### config.mk
export PLATFORM = sky130hd
export DESIGN_NAME = simon_skid_flat
export DESIGN_NICKNAME = d
export VERILOG_FILES = /design/src/hw/rtl/simon64_128_block_encrypt_assert.svh /design/src/hw/rtl/simon_pkg.sv /design/src/hw/rtl/simon_cipher_if.sv /design/src/hw/rtl/simon_skid.sv /design/src/flat_wrapper.sv
export SDC_FILE = /design/constraint.sdc
export NUM_CORES = 1
export LEC_CHECK = 0
export BUFFER_PORTS_ARGS = -buffer_cell sky130_fd_sc_hd__buf_2
export CELL_PAD_IN_SITES_DETAIL_PLACEMENT = 2
export CELL_PAD_IN_SITES_GLOBAL_PLACEMENT = 2
export CORE_MARGIN = 2
export CORE_UTILIZATION = 34
export CTS_BUF_LIST = sky130_fd_sc_hd__clkbuf_8 sky130_fd_sc_hd__clkbuf_16
export CTS_CLUSTER_DIAMETER = 120
export CTS_CLUSTER_SIZE = 10
export DETAILED_ROUTE_END_ITERATION = 12
export PLACE_DENSITY_LB_ADDON = 0.1
export REMOVE_ABC_BUFFERS = 1
export SLEW_MARGIN = 20
export SYNTH_ARGS = -nofsm -noshare
export SYNTH_HDL_FRONTEND = slang
export SYNTH_SLANG_ARGS = --single-unit
### constraint.sdc
create_clock -name i_clk -period 5.3 [get_ports i_clk]
set_clock_uncertainty 0.15 [all_clocks]
set_input_delay 0 -clock i_clk [delete_from_list [all_inputs] [get_ports i_clk]]
set_output_delay 0 -clock i_clk [all_outputs]
set_load 0.1 [all_outputs]
### src/hw/rtl/simon64_128_block_encrypt_assert.svh
// Assertion macros for the block encrypt core.
// SIMON_ASSERT_IMPL: overlapping implication, SIMON_ASSERT_NEXT: next-cycle implication.
// Both are clocked by i_clk and disabled while i_rst_n is low.
`ifndef SIMON64_128_BLOCK_ENCRYPT_ASSERT_SVH
`define SIMON64_128_BLOCK_ENCRYPT_ASSERT_SVH

`ifndef SYNTH

`define SIMON_ASSERT_IMPL(lbl, ante, cons, msg) \
    lbl: assert property (@(posedge i_clk) disable iff (!i_rst_n) (ante) |-> (cons)) \
        else $error(msg);

`define SIMON_ASSERT_NEXT(lbl, ante, cons, msg) \
    lbl: assert property (@(posedge i_clk) disable iff (!i_rst_n) (ante) |=> (cons)) \
        else $error(msg);

`else

`define SIMON_ASSERT_IMPL(lbl, ante, cons, msg)

`define SIMON_ASSERT_NEXT(lbl, ante, cons, msg)

`endif

`endif

### src/hw/rtl/simon_pkg.sv
`timescale 1ns / 1ps

package simon_pkg;

    localparam int WORD_W      = 32;
    localparam int KEY_W       = 64;
    localparam int ROUNDS      = 44;
    localparam int KEY_WORDS   = 4;
    localparam int CFG_INDEX_W = 1;

    typedef logic [WORD_W-1:0]      t_word;
    typedef logic [CFG_INDEX_W-1:0] t_cfg_index;

    // register indexes of the config port
    localparam t_cfg_index CFG_KEY_LOW  = 1'b0;
    localparam t_cfg_index CFG_KEY_HIGH = 1'b1;

    // z3 round constants: 0xfffffffc with bit 0 taken from the sequence
    localparam t_word Z_BASE = 32'hffff_fffc;
    localparam logic [ROUNDS-KEY_WORDS-1:0] Z3_SEQ =
        40'b0001_0010_0000_0111_1010_0110_0011_0101_1101_1011;

    typedef enum logic [1:0] {
        KS_LOAD,
        KS_EXPAND,
        KS_DONE
    } t_ks_state;

    typedef struct packed {
        logic out_valid;
        logic skid_valid;
    } t_skid_status;

    function automatic t_word rotl(input t_word v, input int n);
        rotl = (v << n) | (v >> (WORD_W - n));
    endfunction

    function automatic t_word rotr(input t_word v, input int n);
        rotr = (v >> n) | (v << (WORD_W - n));
    endfunction

    // Feistel function of one round
    function automatic t_word round_f(input t_word x);
        round_f = (rotl(x, 1) & rotl(x, 8)) ^ rotl(x, 2);
    endfunction

endpackage

### src/hw/rtl/simon_cipher_if.sv
`timescale 1ns / 1ps

interface simon_cipher_if;
    import simon_pkg::*;

    logic  valid;
    logic  ready;
    t_word cipher_upper;
    t_word cipher_lower;

    modport source (output valid, output cipher_upper, output cipher_lower, input ready);
    modport sink   (input valid, input cipher_upper, input cipher_lower, output ready);
endinterface

### src/hw/rtl/simon_skid.sv
`timescale 1ns / 1ps

module simon_skid (
    input  logic                     i_clk,
    input  logic                     i_rst_n,
    input  logic                     i_valid,
    input  simon_pkg::t_word         i_x,
    input  simon_pkg::t_word         i_y,
    output simon_pkg::t_skid_status  o_status,
    simon_cipher_if.source           o_cipher
);
    import simon_pkg::*;

    logic  r_out_v;
    logic  r_skid_v;
    t_word r_out_x;
    t_word r_out_y;
    t_word r_skid_x;
    t_word r_skid_y;
    logic  w_out_free;

    assign w_out_free = !r_out_v || o_cipher.ready;

    always_ff @(posedge i_clk) begin
        if (!i_rst_n) begin
            r_out_v  <= 1'b0;
            r_skid_v <= 1'b0;
        end else if (r_skid_v) begin
            if (w_out_free) begin
                r_out_v  <= 1'b1;
                r_skid_v <= 1'b0;
            end
        end else if (w_out_free) begin
            r_out_v <= i_valid;
        end else if (i_valid) begin
            r_skid_v <= 1'b1;
        end
    end

    always_ff @(posedge i_clk) begin
        if (r_skid_v) begin
            if (w_out_free) begin
                r_out_x <= r_skid_x;
                r_out_y <= r_skid_y;
            end
        end else if (w_out_free) begin
            r_out_x <= i_x;
            r_out_y <= i_y;
        end else begin
            r_skid_x <= i_x;
            r_skid_y <= i_y;
        end
    end

    assign o_cipher.valid        = r_out_v;
    assign o_cipher.cipher_upper = r_out_x;
    assign o_cipher.cipher_lower = r_out_y;
    assign o_status.out_valid    = r_out_v;
    assign o_status.skid_valid   = r_skid_v;

endmodule

### src/flat_wrapper.sv
// flat-port wrapper written by rule: the top's interface ports become plain ports
module simon_skid_flat import simon_pkg::*;
  (i_clk, i_rst_n, i_valid, i_x, i_y, o_status, o_cipher_valid, o_cipher_cipher_upper, o_cipher_cipher_lower, o_cipher_ready);
  simon_cipher_if o_cipher_i ();
  input  logic i_clk;
  input  logic i_rst_n;
  input  logic i_valid;
  input  simon_pkg::t_word i_x;
  input  simon_pkg::t_word i_y;
  output simon_pkg::t_skid_status o_status;
  output wire logic [$bits(o_cipher_i.valid)-1:0] o_cipher_valid;
  output wire logic [$bits(o_cipher_i.cipher_upper)-1:0] o_cipher_cipher_upper;
  output wire logic [$bits(o_cipher_i.cipher_lower)-1:0] o_cipher_cipher_lower;
  input wire logic [$bits(o_cipher_i.ready)-1:0] o_cipher_ready;
  assign o_cipher_valid = o_cipher_i.valid;
  assign o_cipher_cipher_upper = o_cipher_i.cipher_upper;
  assign o_cipher_cipher_lower = o_cipher_i.cipher_lower;
  assign o_cipher_i.ready = o_cipher_ready;
  simon_skid u_core (.i_clk(i_clk), .i_rst_n(i_rst_n), .i_valid(i_valid), .i_x(i_x), .i_y(i_y), .o_status(o_status), .o_cipher(o_cipher_i));
endmodule
== Yosys cells after proc, flatten, opt, wreduce, memory -nomap -nowiden ==
Index checks and enable logic that the tools add are counted.

* Memories: 0
* Bits in registers: 130
* Output and inout bits: 67
* Latch bits: 0
* Word-level logic and storage cells: 24
* RAM bits: 0
* Memory bits (read-only): 0

* $add $sub $neg: 0
* Multipliers: 0
* Bitwise operators: 2
* Divide/modulo/power cells: 0
* Equal/unequal tests: 0
* Shift-type cells: 0
* Multiplexer cells: 13
* Order comparisons: 0
* Reduce and logical (&&, ||, !) cells: 3

{| class="wikitable"
|+ Operators by type and width
! operator !! number
|-
| 2-to-1 mux 32 bit || 6
|-
| 2-to-1 mux 1 bit || 7
|-
| inverter 1 bit || 2
|-
| AND reduction 2 bit || 1
|-
| logical NOT 1 bit || 1
|-
| logical OR 1 bit || 1
|}

== Depth between registers and ports, before layout ==
* Word-level depth: 4
* Depth in mapped cells: 4
* Mapped depth without buffers: 2

== Worst setup path before layout ==
OpenSTA, ideal clock, no wires.

* Path kind: register -> register
* Start: register u_core.r_out_v (netlist: u_core.o_cipher.valid)
* End: register u_core.r_skid_x[0], enable pin
* Data required time: 4.664 ns
* Data arrival time: 5.635 ns
* Stages on the path, launching flop included: 3
* Setup slack: -0.971 ns
* Buffers on the path: 0
* Cell sequence: dfxtp_1 nand2b_1 nor2_1

* Longest elaborated chain between the ends: 4

{| class="wikitable"
|+ RTL lines
! element !! RTL line !! RTL
|-
| start: declaration || simon_skid.sv:14 || <nowiki>logic r_out_v;</nowiki>
|-
| start signal: assignment || simon_skid.sv:34 || <nowiki>r_out_v <= i_valid;</nowiki>
|-
| logical NOT 1 bit || simon_skid.sv:22 || <nowiki>assign w_out_free = !r_out_v || o_cipher.ready;</nowiki>
|-
| logical OR 1 bit || simon_skid.sv:22 ||
|-
| via u_core.w_out_free || simon_skid.sv:20 || <nowiki>logic w_out_free;</nowiki>
|-
| inverter 1 bit (no line) || n/a ||
|-
| AND reduction 2 bit (no line) || n/a ||
|-
| end signal: assignment || simon_skid.sv:50 || <nowiki>r_skid_x <= i_x;</nowiki>
|-
| end: declaration || simon_skid.sv:18 || <nowiki>t_word r_skid_x;</nowiki>
|}

The timed path passes the listed nets, and every way through them passes these cells.
A chain may end at the register's enable or synchronous reset.

== Final worst setup path ==
* Start: register u_core.r_out_v (netlist: u_core.o_cipher.valid)
* End: register u_core.r_skid_y[20], enable pin

* Longest elaborated chain between the ends: 4

{| class="wikitable"
|+ RTL lines
! element !! RTL line !! RTL
|-
| logical NOT 1 bit || simon_skid.sv:22 ||
|-
| logical OR 1 bit || simon_skid.sv:22 ||
|-
| via u_core.w_out_free || simon_skid.sv:20 ||
|-
| inverter 1 bit (no line) || n/a ||
|-
| AND reduction 2 bit (no line) || n/a ||
|-
| end signal: assignment || simon_skid.sv:51 || <nowiki>r_skid_y <= i_y;</nowiki>
|-
| end: declaration || simon_skid.sv:19 || <nowiki>t_word r_skid_y;</nowiki>
|}

The timed path passes the listed nets, and every way through them passes these cells.

==> results.json <==
{
  "status": "finished clean",
  "clk_latency_ns": 0.41,
  "gp_congestion": 0.673,
  "crit_path_end": "u_core.r_skid_y[20]",
  "nFillCells": 1291,
  "syn_area_um2": 4830,
  "die_x_um": 123,
  "root_buffer": "clkbuf_16",
  "grt_max_degree": 68,
  "nNetsFinal": 489,
  "h-tree-depth": 4,
  "critical_path_class": "reg -> reg",
  "drtIter0Drc": 119,
  "io_buffers": 134,
  "postSynth.asyncResetShare_pct": 0,
  "cp-startpoint": "u_core.o_cipher.valid",
  "ys_ff_latch": 130,
  "place_ws_ns": 2.46,
  "vias": 2673,
  "critPathRequiredTime_ns": 5.19,
  "wl_met2_um": 5690,
  "top_layer_used": "met4",
  "netlist.area_leader.share_pct": 79.5,
  "drc": 0,
  "powerDensity_nw_per_um2": 393,
  "overflow": 0,
  "fp.dieH_um": 123,
  "worstRegToRegCells": 3,
  "antenna_found_initial": 0,
  "cts_buffers": 17,
  "synth_common_cells": "edfxtp_1 (128), mux2_4 (30), mux2_2 (26)",
  "path_clk_slew_ns": 0.05,
  "multi_input_area_um2": 882,
  "final_hold_viol_count": 0,
  "layout-drive-gt1-share_pct": 50.3,
  "wl_met1_um": 4540,
  "fin_util_pct": 49.6,
  "vias_per_cell": 4.36,
  "start_kind": "flop",
  "r2r_start": "u_core.o_cipher.valid",
  "vdd_drop_max_mv": 0.163,
  "wl_met3_um": 520,
  "synthToLayoutAreaGrowth_pct": 42.4,
  "ant_nets": 0,
  "fin_crit_sh_pct": 51.9,
  "fin_crit_ns": 2.75,
  "dp.cells": 514,
  "gr-usage-all-layers_pct": 15.3,
  "setup_slack_ns": 2.55,
  "max-cap-violations": 0,
  "core_um2": 13900,
  "hp-class": "in -> reg",
  "register_area_um2": 3890,
  "crit_path_end_kind": "flop",
  "fmax_ghz": 0.364,
  "synth_top_flop_cell": "edfxtp_1",
  "cts_tree": "yes",
  "io_pins": 135,
  "cts_setup_buffers": 0,
  "drtPass1Iterations": 4,
  "synth_cells": 208,
  "r2r_slack_ns": 2.55,
  "finalMaxSlewViolations": 0,
  "synth_edf_count": 128,
  "drt-wirelength-per-cell_um": 17.8,
  "start_util_pct": 34.8,
  "seq_area_frac_synth_pct": 80.4,
  "tightestPinTransition_ns": 0.976,
  "yosysMostFrequentCell": "edfxtp_1",
  "grt_pass1_vias": 2987,
  "synth_top_area_cell": "edfxtp_1",
  "routed_wl_um": 10900,
  "path_max_fanout": 67,
  "synth.distinct_cells": 12,
  "post_cts_resize_count": 0,
  "setup_viol": 0,
  "rsz0062_at_grt": "false",
  "final_cells": 613,
  "clock_sinks": 130,
  "p_leak_nw": 2.72,
  "power_w": 0.00270,
  "dieArea_um2": 15200,
  "rows": 43,
  "r2r-end": "u_core.r_skid_y[20]",
  "synth_area_per_cell_um2": 23.2,
  "relSlewSlack_pct": 35.0,
  "clockBufferDepth": 2,
  "diodes": 0,
  "yosys-top-cells-area": "edfxtp_1 (80%), mux2_4 (9.3%), mux2_2 (6.1%)",
  "dpl.hpwl_um": 6310,
  "ys_warn_count": 0,
  "grt_pass1_wl_um": 16600,
  "crit_arrival_ns": 2.64
}
final cells by class:
class	count	area share (%)
multi-input combinational	69	12.8
clock inverter	14	1.22
sequential	130	56.5
tap	180	3.27
clock buffer	17	6.18
timing repair buffer	203	20.0
power by group:
part           total [W]  internal [W]  switching (W)  leakage [nW]
logic           0.000469      0.000109       0.000360          1.18
clock network    0.00102      0.000621       0.000394         0.268
registers        0.00122       0.00120      0.0000194          1.27
total            0.00270       0.00193       0.000774          2.72
stage by stage:
| stage | cell area (um^2) | hold WS (ns) | TNS, ns |
|---|---|---|---|
| 3_3_place_gp | 5670 | 0.0424 | 0 |
| 3_5_place_dp | 5670 | 0.0432 | 0 |
| 6_report | 6880 | 0.162 | 0 |
| 5_1_grt | 6880 | 0.150 | 0 |
| 2_1_floorplan | 4750 | -0.0511 | -121.96 |
| 4_1_cts | 6850 | 0.132 | 0 |
cells by family after synthesis:
| logic type | after synthesis | synth area share [%] |
|---|---|---|
| DFF | 130 | 80.4 |
| muxes | 64 | 17.2 |
| buffers and inverters | 9 | 1.68 |
| and+or+nand+nor | 4 | 0.544 |
| AOI/OAI and AO/OA | 1 | 0.155 |
timing repair:
action | in CTS | in global routing
setup endpoints to repair | 0 | 0
hold endpoints to repair | 130 | 0
hold buffers | 67 | 0
registers in the layout, summed over array words and instances, names as in the netlist:
| register | flops |
|---|---|
| u_core.o_cipher.cipher_lower | 32 |
| u_core.o_cipher.valid | 1 |
| u_core.o_cipher.cipher_upper | 32 |
| u_core.r_skid_v | 1 |
| u_core.r_skid_y | 32 |
| u_core.r_skid_x | 32 |
worst min path at each step:
stage,start,endpoint,cells after the start,slack [ns]
after floorplan,i_x[0],u_core.r_skid_x[0],0,-0.05
after global placement,i_y[21],u_core.r_skid_y[21],1,0.04
after detailed placement,i_x[1],u_core.r_skid_x[1],1,0.04
after CTS,i_y[28],u_core.r_skid_y[28],2,0.13
after global routing,i_x[1],u_core.r_skid_x[1],2,0.15
final,i_x[16],u_core.r_skid_x[16],2,0.16
per-layer routing:
| layer | global-route usage [%] | vias to the layer above |
|---|---|---|
| met5 | 0 | - |
| met4 | 6.82 | 0 |
| met3 | 4.52 | 17 |
| met2 | 25.9 | 86 |
| met1 | 18.1 | 1315 |
| li1 | - | 1255 |
critical path, cell delays in order, from the launching register on:
cell and delay [ns]:
dfxtp_1 0.40, nand2b_4 0.53, nor2_4 0.61, buf_4 0.64
layout by cell type (no fill, tap or decap), types with 4 or more instances in the layout:
| master | instances |
|---|---|
| buf_2 | 134 |
| clkbuf_16 | 17 |
| clkinv_1 | 5 |
| clkinv_2 | 4 |
| dlygate4sd3_1 | 67 |
| edfxtp_1 | 128 |
| inv_1 | 4 |
| mux2_1 | 8 |
| mux2_2 | 26 |
| mux2_4 | 30 |
No activity file was read; power rests on OpenSTA's default activity.
