**src/hw/rtl/simon64_128_block_encrypt_assert.svh**
```systemverilog
// Assertion macros for the block encrypt core.
// SIMON_ASSERT_IMPL: overlapping implication, SIMON_ASSERT_NEXT: next-cycle implication.
// Both are clocked by i_clk and disabled while i_rst_n is low.
`ifndef SIMON64_128_BLOCK_ENCRYPT_ASSERT_SVH
`define SIMON64_128_BLOCK_ENCRYPT_ASSERT_SVH

`ifndef SYNTH

`define SIMON_ASSERT_IMPL(lbl, ante, cons, msg) \
    lbl: assert property (@(posedge i_clk) disable iff (!i_rst_n) (ante) |-> (cons)) \
        else $error(msg);

`define SIMON_ASSERT_NEXT(lbl, ante, cons, msg) \
    lbl: assert property (@(posedge i_clk) disable iff (!i_rst_n) (ante) |=> (cons)) \
        else $error(msg);

`else

`define SIMON_ASSERT_IMPL(lbl, ante, cons, msg)

`define SIMON_ASSERT_NEXT(lbl, ante, cons, msg)

`endif

`endif

```
**src/hw/rtl/simon_pkg.sv**
```systemverilog
`timescale 1ns / 1ps

package simon_pkg;

    localparam int WORD_W      = 32;
    localparam int KEY_W       = 64;
    localparam int ROUNDS      = 44;
    localparam int KEY_WORDS   = 4;
    localparam int CFG_INDEX_W = 1;

    typedef logic [WORD_W-1:0]      t_word;
    typedef logic [CFG_INDEX_W-1:0] t_cfg_index;

    // register indexes of the config port
    localparam t_cfg_index CFG_KEY_LOW  = 1'b0;
    localparam t_cfg_index CFG_KEY_HIGH = 1'b1;

    // z3 round constants: 0xfffffffc with bit 0 taken from the sequence
    localparam t_word Z_BASE = 32'hffff_fffc;
    localparam logic [ROUNDS-KEY_WORDS-1:0] Z3_SEQ =
        40'b0001_0010_0000_0111_1010_0110_0011_0101_1101_1011;

    typedef enum logic [1:0] {
        KS_LOAD,
        KS_EXPAND,
        KS_DONE
    } t_ks_state;

    typedef struct packed {
        logic out_valid;
        logic skid_valid;
    } t_skid_status;

    function automatic t_word rotl(input t_word v, input int n);
        rotl = (v << n) | (v >> (WORD_W - n));
    endfunction

    function automatic t_word rotr(input t_word v, input int n);
        rotr = (v >> n) | (v << (WORD_W - n));
    endfunction

    // Feistel function of one round
    function automatic t_word round_f(input t_word x);
        round_f = (rotl(x, 1) & rotl(x, 8)) ^ rotl(x, 2);
    endfunction

endpackage

```
**src/hw/rtl/simon_round.sv**
```systemverilog
`timescale 1ns / 1ps

module simon_round (
    input  logic             i_clk,
    input  logic             i_rst_n,
    input  logic             i_en,
    input  logic             i_valid,
    input  simon_pkg::t_word i_x,
    input  simon_pkg::t_word i_y,
    input  simon_pkg::t_word i_key,
    output logic             o_valid,
    output simon_pkg::t_word o_x,
    output simon_pkg::t_word o_y
);
    import simon_pkg::*;

    logic  r_valid;
    t_word r_x;
    t_word r_y;
    t_word n_x;

    assign n_x = i_y ^ round_f(i_x) ^ i_key;

    always_ff @(posedge i_clk) begin
        if (!i_rst_n) begin
            r_valid <= 1'b0;
        end else if (i_en) begin
            r_valid <= i_valid;
        end
    end

    always_ff @(posedge i_clk) begin
        if (i_en) begin
            r_x <= n_x;
            r_y <= i_x;
        end
    end

    assign o_valid = r_valid;
    assign o_x     = r_x;
    assign o_y     = r_y;

endmodule

```
**config.mk**
```make
export PLATFORM = sky130hd
export DESIGN_NAME = simon_round
export DESIGN_NICKNAME = d
export VERILOG_FILES = /design/src/hw/rtl/simon64_128_block_encrypt_assert.svh /design/src/hw/rtl/simon_pkg.sv /design/src/hw/rtl/simon_round.sv
export SDC_FILE = /design/constraint.sdc
export NUM_CORES = 1
export LEC_CHECK = 0
export BUFFER_PORTS_ARGS = -buffer_cell sky130_fd_sc_hd__buf_4
export CORE_ASPECT_RATIO = 0.7
export CORE_MARGIN = 3
export CORE_UTILIZATION = 48
export CTS_CLUSTER_DIAMETER = 200
export DETAILED_ROUTE_END_ITERATION = 12
export PLACE_DENSITY_LB_ADDON = 0.3
export SKIP_CTS_REPAIR_TIMING = 1
export SLEW_MARGIN = 20
export SYNTH_ARGS = -nofsm -noshare
export SYNTH_HDL_FRONTEND = slang
export SYNTH_SLANG_ARGS = --single-unit
```
**constraint.sdc**
```tcl
create_clock -name i_clk -period 2.1 [get_ports i_clk]
set_clock_uncertainty 0.15 [all_clocks]
set_input_delay 0.315 -clock i_clk [delete_from_list [all_inputs] [get_ports i_clk]]
set_output_delay 0.315 -clock i_clk [all_outputs]
set_load 0.05 [all_outputs]
```
* After elaboration in Yosys (flattened, before gate mapping)
Cells that the tools add are included.
** Cells by class
- Bitwise operators :: 7
** Operators with widths (count)
- $xor 32x32->32 :: 3
- $and 32x32->32 :: 1
- $or 32x1->32 :: 1
- $or 32x2->32 :: 1
- $or 32x8->32 :: 1
** Word-level totals
- Bits of input ports :: 100
- Output and inout port bits :: 65
- Word-level logic and storage cells :: 10
- Bits in registers :: 65

* Longest topological paths before layout
Gate-level depths: netlist of the first run.
- Depth after elaboration :: 5
- Gate-level depth with buffers :: 2
- Gate-level depth less buffers :: 2

* Worst setup path before layout of the first run
OpenSTA, ideal clock, no wires.
- Path kind :: in2reg
- From :: input port i_x[24]
- To :: register r_x[0], in the netlist o_x[0] (data pin)
- Setup slack :: 1014 ps
- Buffers on the path :: 0
- Arrival :: 668 ps
- Cell stages on the path :: 2
- Setup time :: 268 ps
- Cell sequence :: nand2_1 xnor3_1
** Between the ends
- Longest elaborated chain between the ends :: 5
** RTL lines
- from (decl) :: RTL line simon_round.sv:8 : input simon_pkg::t_word i_x,
- $or 32x8->32 :: RTL line simon_pkg.sv:35 : rotl = (v << n) | (v >> (WORD_W - n));
- $and 32x32->32 :: RTL line simon_pkg.sv:44 : round_f = (rotl(x, 1) & rotl(x, 8)) ^ rotl(x, 2);
- $xor 32x32->32 :: RTL line simon_pkg.sv:44
- $xor 32x32->32 (2 in a row) :: RTL line simon_round.sv:22 : assign n_x = i_y ^ round_f(i_x) ^ i_key;
- net n_x[0] :: RTL line simon_round.sv:20 : t_word n_x;
- to (signal assigned) :: RTL line simon_round.sv:34 : r_x <= n_x;
- to (decl) :: RTL line simon_round.sv:18 : t_word r_x;
The timed path passes the listed nets, and every way through them passes these cells.
A chain may end at the register's enable or synchronous reset.

* Worst setup path after layout of the first run
- From :: register r_y[6], in the netlist o_y[6]
- To :: output port o_y[6]
** RTL lines
- from (decl) :: RTL line simon_round.sv:19 : t_word r_y;
- from (signal assigned) :: RTL line simon_round.sv:35 : r_y <= i_x;
- to (decl) :: RTL line simon_round.sv:13 : output simon_pkg::t_word o_y
No word-level cell between the ends.

==> results.ini, run 1 <==
[routing]
vias=2006
routed_via_density=4.79
wl_um=7180
postRouteAntennaNets=0
first_iter_violations=43
drc=0
post_drt_wl_per_cell_um=17.1
first_pass_iters=4

[logic_synthesis]
synth_edf_count=64
synthTopCellsByCount=64 x edfxtp_1, 32 x nand2_1, 32 x xnor3_1, 32 x xor2_1
synth_most_common_cell=edfxtp_1
ys_warn_count=0
synthesis.area_um2=3080
ys_async_sr_fraction=0
synthesis.instances=163
synth_area_leaders=edfxtp_1 62%, xnor3_1 23%, xor2_1 9.1%, nand2_1 3.9%, dfxtp_1 0.65%
synthDistinctLibCells=7
synth-main-ff-cell=edfxtp_1
yosysSeqAreaShare=0.631
ys_seq_elements=65
syn_area_per_cell_um2=18.9
synth_top_cell_area_share=0.624
syn-num-nets=263
synth.largest_area_cell=edfxtp_1

[placed_design]
hpwl_um=5740
place_ws_ns=0.731
placedCellCount=404
gp_congestion=0.785
numPortBuffers=164

[global_route]
antenna_found_initial=0
overflow=0
grtUsageTotal=0.196
grt_pass1_vias=2095
grt_max_degree=33
grt_pass1_wl_um=10600

[timing]
finalSetupViolations=0
slew_headroom=0.771
hold_violations=0
timing.final.crit_share=0.659
maxSlewViolCount=0
setup_tns_ns=0
period_needed_ns=1.38
fmax_mhz=722
grt_setup_unrepaired=false
finalWorstSetupSlack_ns=0.715
holdWs_ns=0.0435
tightest_slew_ns=0.344

[worst_setup_path]
end_kind=output pin
critPathKind=reg -> out
worstPathRequired_ns=1.63
critPathLaunchType=register
crit_fanout=1
cp_slowest_stage_delay_ns=0.39
crit_family=flip-flops
crit_arrival_ns=0.92
slowest_stage=edfxtp_1
worst-path-buf-inv=1
worstPathCellList=buf_4

[cells_and_area]
drive_gt1_frac=0.517
area_delta_synth_final_pct=49.7
fin_nets=440
stdcell_count=419
n_antenna_cell=0

[clock_tree]
numCtsBuffers=9
cts_tree=done
clock_path_buffers=2
cts_max_level=3
clk_latency_ns=0.33
root_buffer=clkbuf_8
clk_pin_slew_ns=0.07
cts_sinks=65

[die]
ioPinCount=165
die_area_um2=7430
row_count=23
die_h_um=73.0
fp.dieW_um=102
start_util=0.517
coreArea_um2=5960

[flow_run]
cap_violations=0

[status]
status=completed

[power]
ir_worst_vdd_mv=0.529
powerDensity_nw_per_um2=844
cellLeakagePower_nw=2.32

[min_path]
hp-class=in -> reg

final cells by class:
cell class	count	area, µm²
well taps	75	93.8
clock buffers	12	135
flip-flops and latches	65	1940
repair buffers	166	1260
multi-input cells	98	1140
fillers	376	1350
clock inverters	3	42.5
per-layer routing:
metal / share of wire / up-vias / GRT usage
li1: - / 945 / -
met1: 0.37 / 942 / 0.214
met2: 0.50 / 105 / 0.341
met3: 0.11 / 14 / 0.0860
met4: 0.018 / 0 / 0.0723
met5: 0 / - / 0
per-stage QoR:
stage | instance area (µm²) | utilization | total power [mW]
floorplan | 3080 | - | 2.46
global placement | 4430 | 0.744 | 2.93
detailed placement | 4430 | 0.744 | 2.95
CTS | 4610 | 0.774 | 3.93
global route | 4610 | 0.774 | 4.05
finish | 4610 | 0.774 | 3.89
sequential cells by signal (all words and copies together) (netlist names):
name	count
o_valid	1
o_x	32
o_y	32
kinds of logic (layout without fill, tap and decap cells):
kind of cell	count (synthesis)	after routing	synth area share
XOR/XNOR	64	64	0.325
multiplexers	1	1	0.00325
AND/OR/NAND/NOR	33	33	0.0410
flip-flops	65	65	0.631
buffers and inverters	0	181	0
report_power, final:
part / leakage [nW] / switching (mW) / internal [mW]
clock network: 0.0864 / 0.432 / 0.541
logic: 1.60 / 0.759 / 0.495
registers: 0.635 / 0.0424 / 1.62
total: 2.32 / 1.23 / 2.65
layout by cell type (no fill, tap or decap), types with 3 or more instances in the layout:
cell type / n
clkbuf_1: 3
xnor3_1: 32
buf_4: 165
nand2_1: 32
xor2_1: 32
edfxtp_1: 64
clkbuf_8: 9
final timing paths:
check | startpoint | endpoint | slack (ns) | depth (start not counted)
hold / removal | i_x[29] | o_y[29]$_DFFE_PP_ | 0.04 | 1
setup / recovery | o_y[6]$_DFFE_PP_ | o_y[6] | 0.72 | 1
setup reg to reg | o_valid$_SDFFE_PN0P_ | o_valid$_SDFFE_PN0P_ | 1.35 | 2
hold reg to reg | o_valid$_SDFFE_PN0P_ | o_valid$_SDFFE_PN0P_ | 0.39 | 2
(Power assumes the default switching activity.)
==> run 2: changes to the inputs <==
- CORE_UTILIZATION: 48 -> 41
- clock period: 2.1 -> 1.13 ns (I/O delays scaled with it)
==> results.ini, run 2 (synthesis gave the netlist of run 1 again) <==
[timing]
timing.final.crit_share=1.08
slew_headroom=0.857  ; was 0.771
period_needed_ns=1.22
finalSetupViolations=65  ; was 0
tightest_slew_ns=0.213  ; was 0.344 ns
fmax_mhz=818
grt_setup_unrepaired=true  ; was false
maxSlewViolCount=0  ; unchanged
finalWorstSetupSlack_ns=-0.0931  ; was 0.715 ns
setup_tns_ns=-3.99  ; was 0 ns
hold_violations=0  ; unchanged

[die]
die_h_um=78.5  ; was 73.0 µm
start_util=0.439  ; was 0.517
fp.dieW_um=110  ; was 102 µm
die_area_um2=8600  ; was 7430 µm²
row_count=25  ; was 23
ioPinCount=165  ; unchanged
coreArea_um2=7010  ; was 5960 µm²

[routing]
first_pass_iters=4  ; unchanged
vias=2153  ; was 2006
drc=0  ; unchanged
postRouteAntennaNets=0  ; unchanged
post_drt_wl_per_cell_um=16.7  ; was 17.1 µm
first_iter_violations=85  ; was 43
routed_via_density=4.53  ; was 4.79
wl_um=7920  ; was 7180 µm

[clock_tree]
cts_max_level=3  ; unchanged
root_buffer=clkbuf_8  ; unchanged
cts_sinks=65  ; unchanged
clock_path_buffers=2  ; unchanged
clk_pin_slew_ns=0.06  ; was 0.07 ns
numCtsBuffers=9  ; unchanged
clk_latency_ns=0.32  ; was 0.33 ns
cts_tree=done  ; unchanged

[global_route]
grt_max_degree=26  ; was 33
antenna_found_initial=0  ; unchanged
overflow=0  ; unchanged
grt_pass1_vias=2091  ; was 2095
grtUsageTotal=0.163  ; was 0.196
grt_pass1_wl_um=10200  ; was 10600 µm

[worst_setup_path]
worstPathCellList=buf_6  ; was buf_4
crit_fanout=1  ; unchanged
critPathKind=reg -> out  ; unchanged
critPathLaunchType=register  ; unchanged
crit_family=flip-flops  ; unchanged
slowest_stage=edfxtp_1  ; unchanged
worstPathRequired_ns=0.81  ; was 1.63 ns
end_kind=output pin  ; unchanged
crit_arrival_ns=0.90  ; was 0.92 ns
worst-path-buf-inv=1  ; unchanged
cp_slowest_stage_delay_ns=0.41  ; was 0.39 ns

[cells_and_area]
n_antenna_cell=0  ; unchanged
final_common_cell=buf_4  ; unchanged
layout_common_cells=100 x buf_4, 64 x edfxtp_1, 64 x buf_6  ; was 165 x buf_4, 64 x edfxtp_1, 32 x nand2_1, 32 x xor2_1, 32 x xnor3_1
drive_gt1_frac=0.475  ; was 0.517
area_delta_synth_final_pct=70.9  ; was 49.7%
final_util=0.751  ; was 0.774
fin_nets=476  ; was 440

[power]
ir_worst_vdd_mv=0.990  ; was 0.529 mV
cellLeakagePower_nw=2.57  ; was 2.32 nW
p_total_mw=7.57  ; was 3.89 mW
powerDensity_nw_per_um2=1440  ; was 844 nW/µm²

[placed_design]
place_ws_ns=-0.0213  ; was 0.731 ns
hpwl_um=5660  ; was 5740 µm
gp_congestion=0.722  ; was 0.785
numPortBuffers=164  ; unchanged

[flow_run]
cap_violations=0  ; unchanged

[status]
violations=setup timing
status=finished with violations  ; was completed

[min_path]
hp-class=in -> reg  ; unchanged

==> run 2: layer usage <==
layer,wire (µm),part of all wire,track usage,vias up
met1,3160,0.40,0.197,1020
met3,817,0.10,0.0740,2
met5,0,0,0,-
li1,-,-,-,1023
met2,3910,0.49,0.260,108
met4,34,0.0043,0.0560,0
==> run 2: path summary, 6_finish.rpt <==
| path | start | endpoint | slack, ns | cells past startpoint |
|---|---|---|---|---|
| min | i_en | o_y[21]$_DFFE_PP_ | 0.03 | 1 |
| max reg2reg | o_valid$_SDFFE_PN0P_ | o_valid$_SDFFE_PN0P_ | 0.35 | 2 |
| min reg2reg | o_valid$_SDFFE_PN0P_ | o_valid$_SDFFE_PN0P_ | 0.40 | 2 |
| max | o_x[23]$_DFFE_PP_ | o_x[23] | -0.09 | 1 |
==> run 2: cell type report <==
type,count,area (µm²)
clock buffer,12,135
clock inverter,4,43.8
fill,442,1740
multi-input combinational,98,1140
sequential,65,1940
tap,94,118
timing repair buffer,202,1890
==> run 2: metrics by stage <==
| stage | hold WS, ns | cells | area [µm²] |
|---|---|---|---|
| floorplan | 0.118 | 163 | 3080 |
| global placement | 0.230 | 425 | 4500 |
| detailed placement | 0.229 | 425 | 4500 |
| CTS | -0.130 | 441 | 4670 |
| global route | 0.0203 | 475 | 5260 |
| finish | 0.0348 | 475 | 5260 |
==> run 2: report_power, final <==
group	switching (mW)	internal [mW]	total, mW
clock	0.806	1.01	1.81
combinational	1.44	1.18	2.62
sequential	0.128	3.01	3.14
total	2.37	5.20	7.57
==> run 3: changes to the inputs <==
- CORE_ASPECT_RATIO: 0.7 -> unset
==> results.ini, run 3 (synthesis gave the netlist of run 1 again) <==
[status]
status=finished with violations  ; unchanged
violations=setup timing  ; unchanged

[timing]
finalSetupViolations=65  ; unchanged
setup_tns_ns=-4.11  ; was -3.99 ns
timing.final.crit_share=1.08  ; about the same
fmax_mhz=819  ; was 818 MHz
hold_violations=0  ; unchanged
tightest_slew_ns=0.201  ; was 0.213 ns
slew_headroom=0.866  ; was 0.857
maxSlewViolCount=0  ; unchanged
finalWorstSetupSlack_ns=-0.0909  ; was -0.0931 ns
grt_setup_unrepaired=true  ; unchanged
period_needed_ns=1.22  ; about the same

[clock_tree]
numCtsBuffers=9  ; unchanged
cts_max_level=3  ; unchanged
clk_pin_slew_ns=0.07  ; was 0.06 ns
clk_latency_ns=0.33  ; was 0.32 ns
root_buffer=clkbuf_8  ; unchanged
cts_sinks=65  ; unchanged
cts_tree=done  ; unchanged
clock_path_buffers=2  ; unchanged

[routing]
routed_via_density=4.55  ; was 4.53
post_drt_wl_per_cell_um=16.4  ; was 16.7 µm
first_pass_iters=5  ; was 4
drc=0  ; unchanged
wl_um=7810  ; was 7920 µm
postRouteAntennaNets=0  ; unchanged
vias=2160  ; was 2153
first_iter_violations=51  ; was 85

[power]
cellLeakagePower_nw=2.55  ; was 2.57 nW
swShare=0.315  ; was 0.313
p_sw_mw=2.38  ; was 2.37 mW
powerDensity_nw_per_um2=1450  ; was 1440 nW/µm²
ir_worst_vdd_mv=0.638  ; was 0.990 mV
combPwrFrac=0.344  ; was 0.346
p_total_mw=7.58  ; was 7.57 mW
clock_power_share=0.241  ; was 0.239
seqPwrFrac=0.414  ; was 0.415
p_int_mw=5.19  ; was 5.20 mW

[worst_setup_path]
crit_family=flip-flops  ; unchanged
worstPathRequired_ns=0.81  ; about the same
cp_slowest_stage_delay_ns=0.41  ; about the same
crit_fanout=1  ; unchanged
path_depth=1  ; unchanged
ff2ff_path_depth=2  ; unchanged
end_kind=output pin  ; unchanged
worst-path-buf-inv=1  ; unchanged
slowest_stage=edfxtp_1  ; unchanged
crit_arrival_ns=0.90  ; about the same
critPathKind=reg -> out  ; unchanged
worstPathCellList=buf_6  ; unchanged
critPathLaunchType=register  ; unchanged

[cells_and_area]
final_area_um2=5240  ; was 5260 µm²
stdcell_count=475  ; unchanged
layout_common_cells=99 x buf_4, 65 x buf_6, 64 x edfxtp_1  ; was 100 x buf_4, 64 x edfxtp_1, 64 x buf_6
ff_latch_area_um2=1940  ; unchanged
final_common_cell=buf_4  ; unchanged
drive_gt1_frac=0.472  ; was 0.475
n_antenna_cell=0  ; unchanged
fin_nets=474  ; was 476
multi_input_area_um2=1140  ; unchanged
n_fill_cell=433  ; was 442
area_delta_synth_final_pct=70.0  ; was 70.9%
final_util=0.746  ; was 0.751

[die]
die_h_um=92.7  ; was 78.5 µm
coreArea_um2=7020  ; was 7010 µm²
start_util=0.439  ; about the same
die_area_um2=8590  ; was 8600 µm²
fp.dieW_um=92.7  ; was 110 µm
ioPinCount=165  ; unchanged
row_count=30  ; was 25

[placed_design]
gp_congestion=0.753  ; was 0.722
hpwl_um=5590  ; was 5660 µm
placed_cell_area_um2=4470  ; was 4500 µm²
placedCellCount=425  ; unchanged
numPortBuffers=164  ; unchanged

[global_route]
grtUsageTotal=0.166  ; was 0.163
grt_max_degree=34  ; was 26
grt_pass1_wl_um=10600  ; was 10200 µm
antenna_found_initial=0  ; unchanged
overflow=0  ; unchanged
grt_pass1_vias=2098  ; was 2091

[flow_run]
cap_violations=0  ; unchanged

[min_path]
hp-class=in -> reg  ; unchanged
hold_depth=2  ; was 1

[run 3: power groups by stage]
stage	Sequential [mW]	Clock [mW]	Combinational, mW
3_5_place_dp	3.13	0	2.36
4_1_cts	3.08	1.88	2.36
3_3_place_gp	3.13	0	2.32
6_report	3.14	1.83	2.61
2_1_floorplan	4.13	0	0.449
5_1_grt	3.17	1.97	2.72
[run 3: path summary, 6_finish.rpt]
path / from / end / slack [ns]
worst min register to register: o_valid$_SDFFE_PN0P_ / o_valid$_SDFFE_PN0P_ / 0.42
worst min-delay path: i_y[18] / o_x[18]$_DFFE_PP_ / 0.09
worst max register to register: o_valid$_SDFFE_PN0P_ / o_valid$_SDFFE_PN0P_ / 0.34
worst max-delay path: o_y[19]$_DFFE_PP_ / o_y[19] / -0.09
[run 3: area by class of cell]
class	instances	area share
flip-flops and latches	65	0.371
repair buffers	200	0.354
multi-input cells	98	0.217
clock buffers	12	0.0258
well taps	96	0.0229
clock inverters	4	0.00837
[run 3: metal layers]
metal,up-vias,part of all wire,global-route usage
li1,1015,-,-
met5,-,0,0
met2,125,0.52,0.286
met1,1012,0.36,0.189
met4,0,0.011,0.0659
met3,8,0.11,0.0601
[run 3: metrics by stage]
step	worst slack, ns	hold WS [ns]
finish	-0.0909	0.0928
global route	-0.135	0.0896
CTS	-0.138	-0.121
detailed placement	-0.0481	0.230
global placement	0.00821	0.229
floorplan	0.0766	0.118
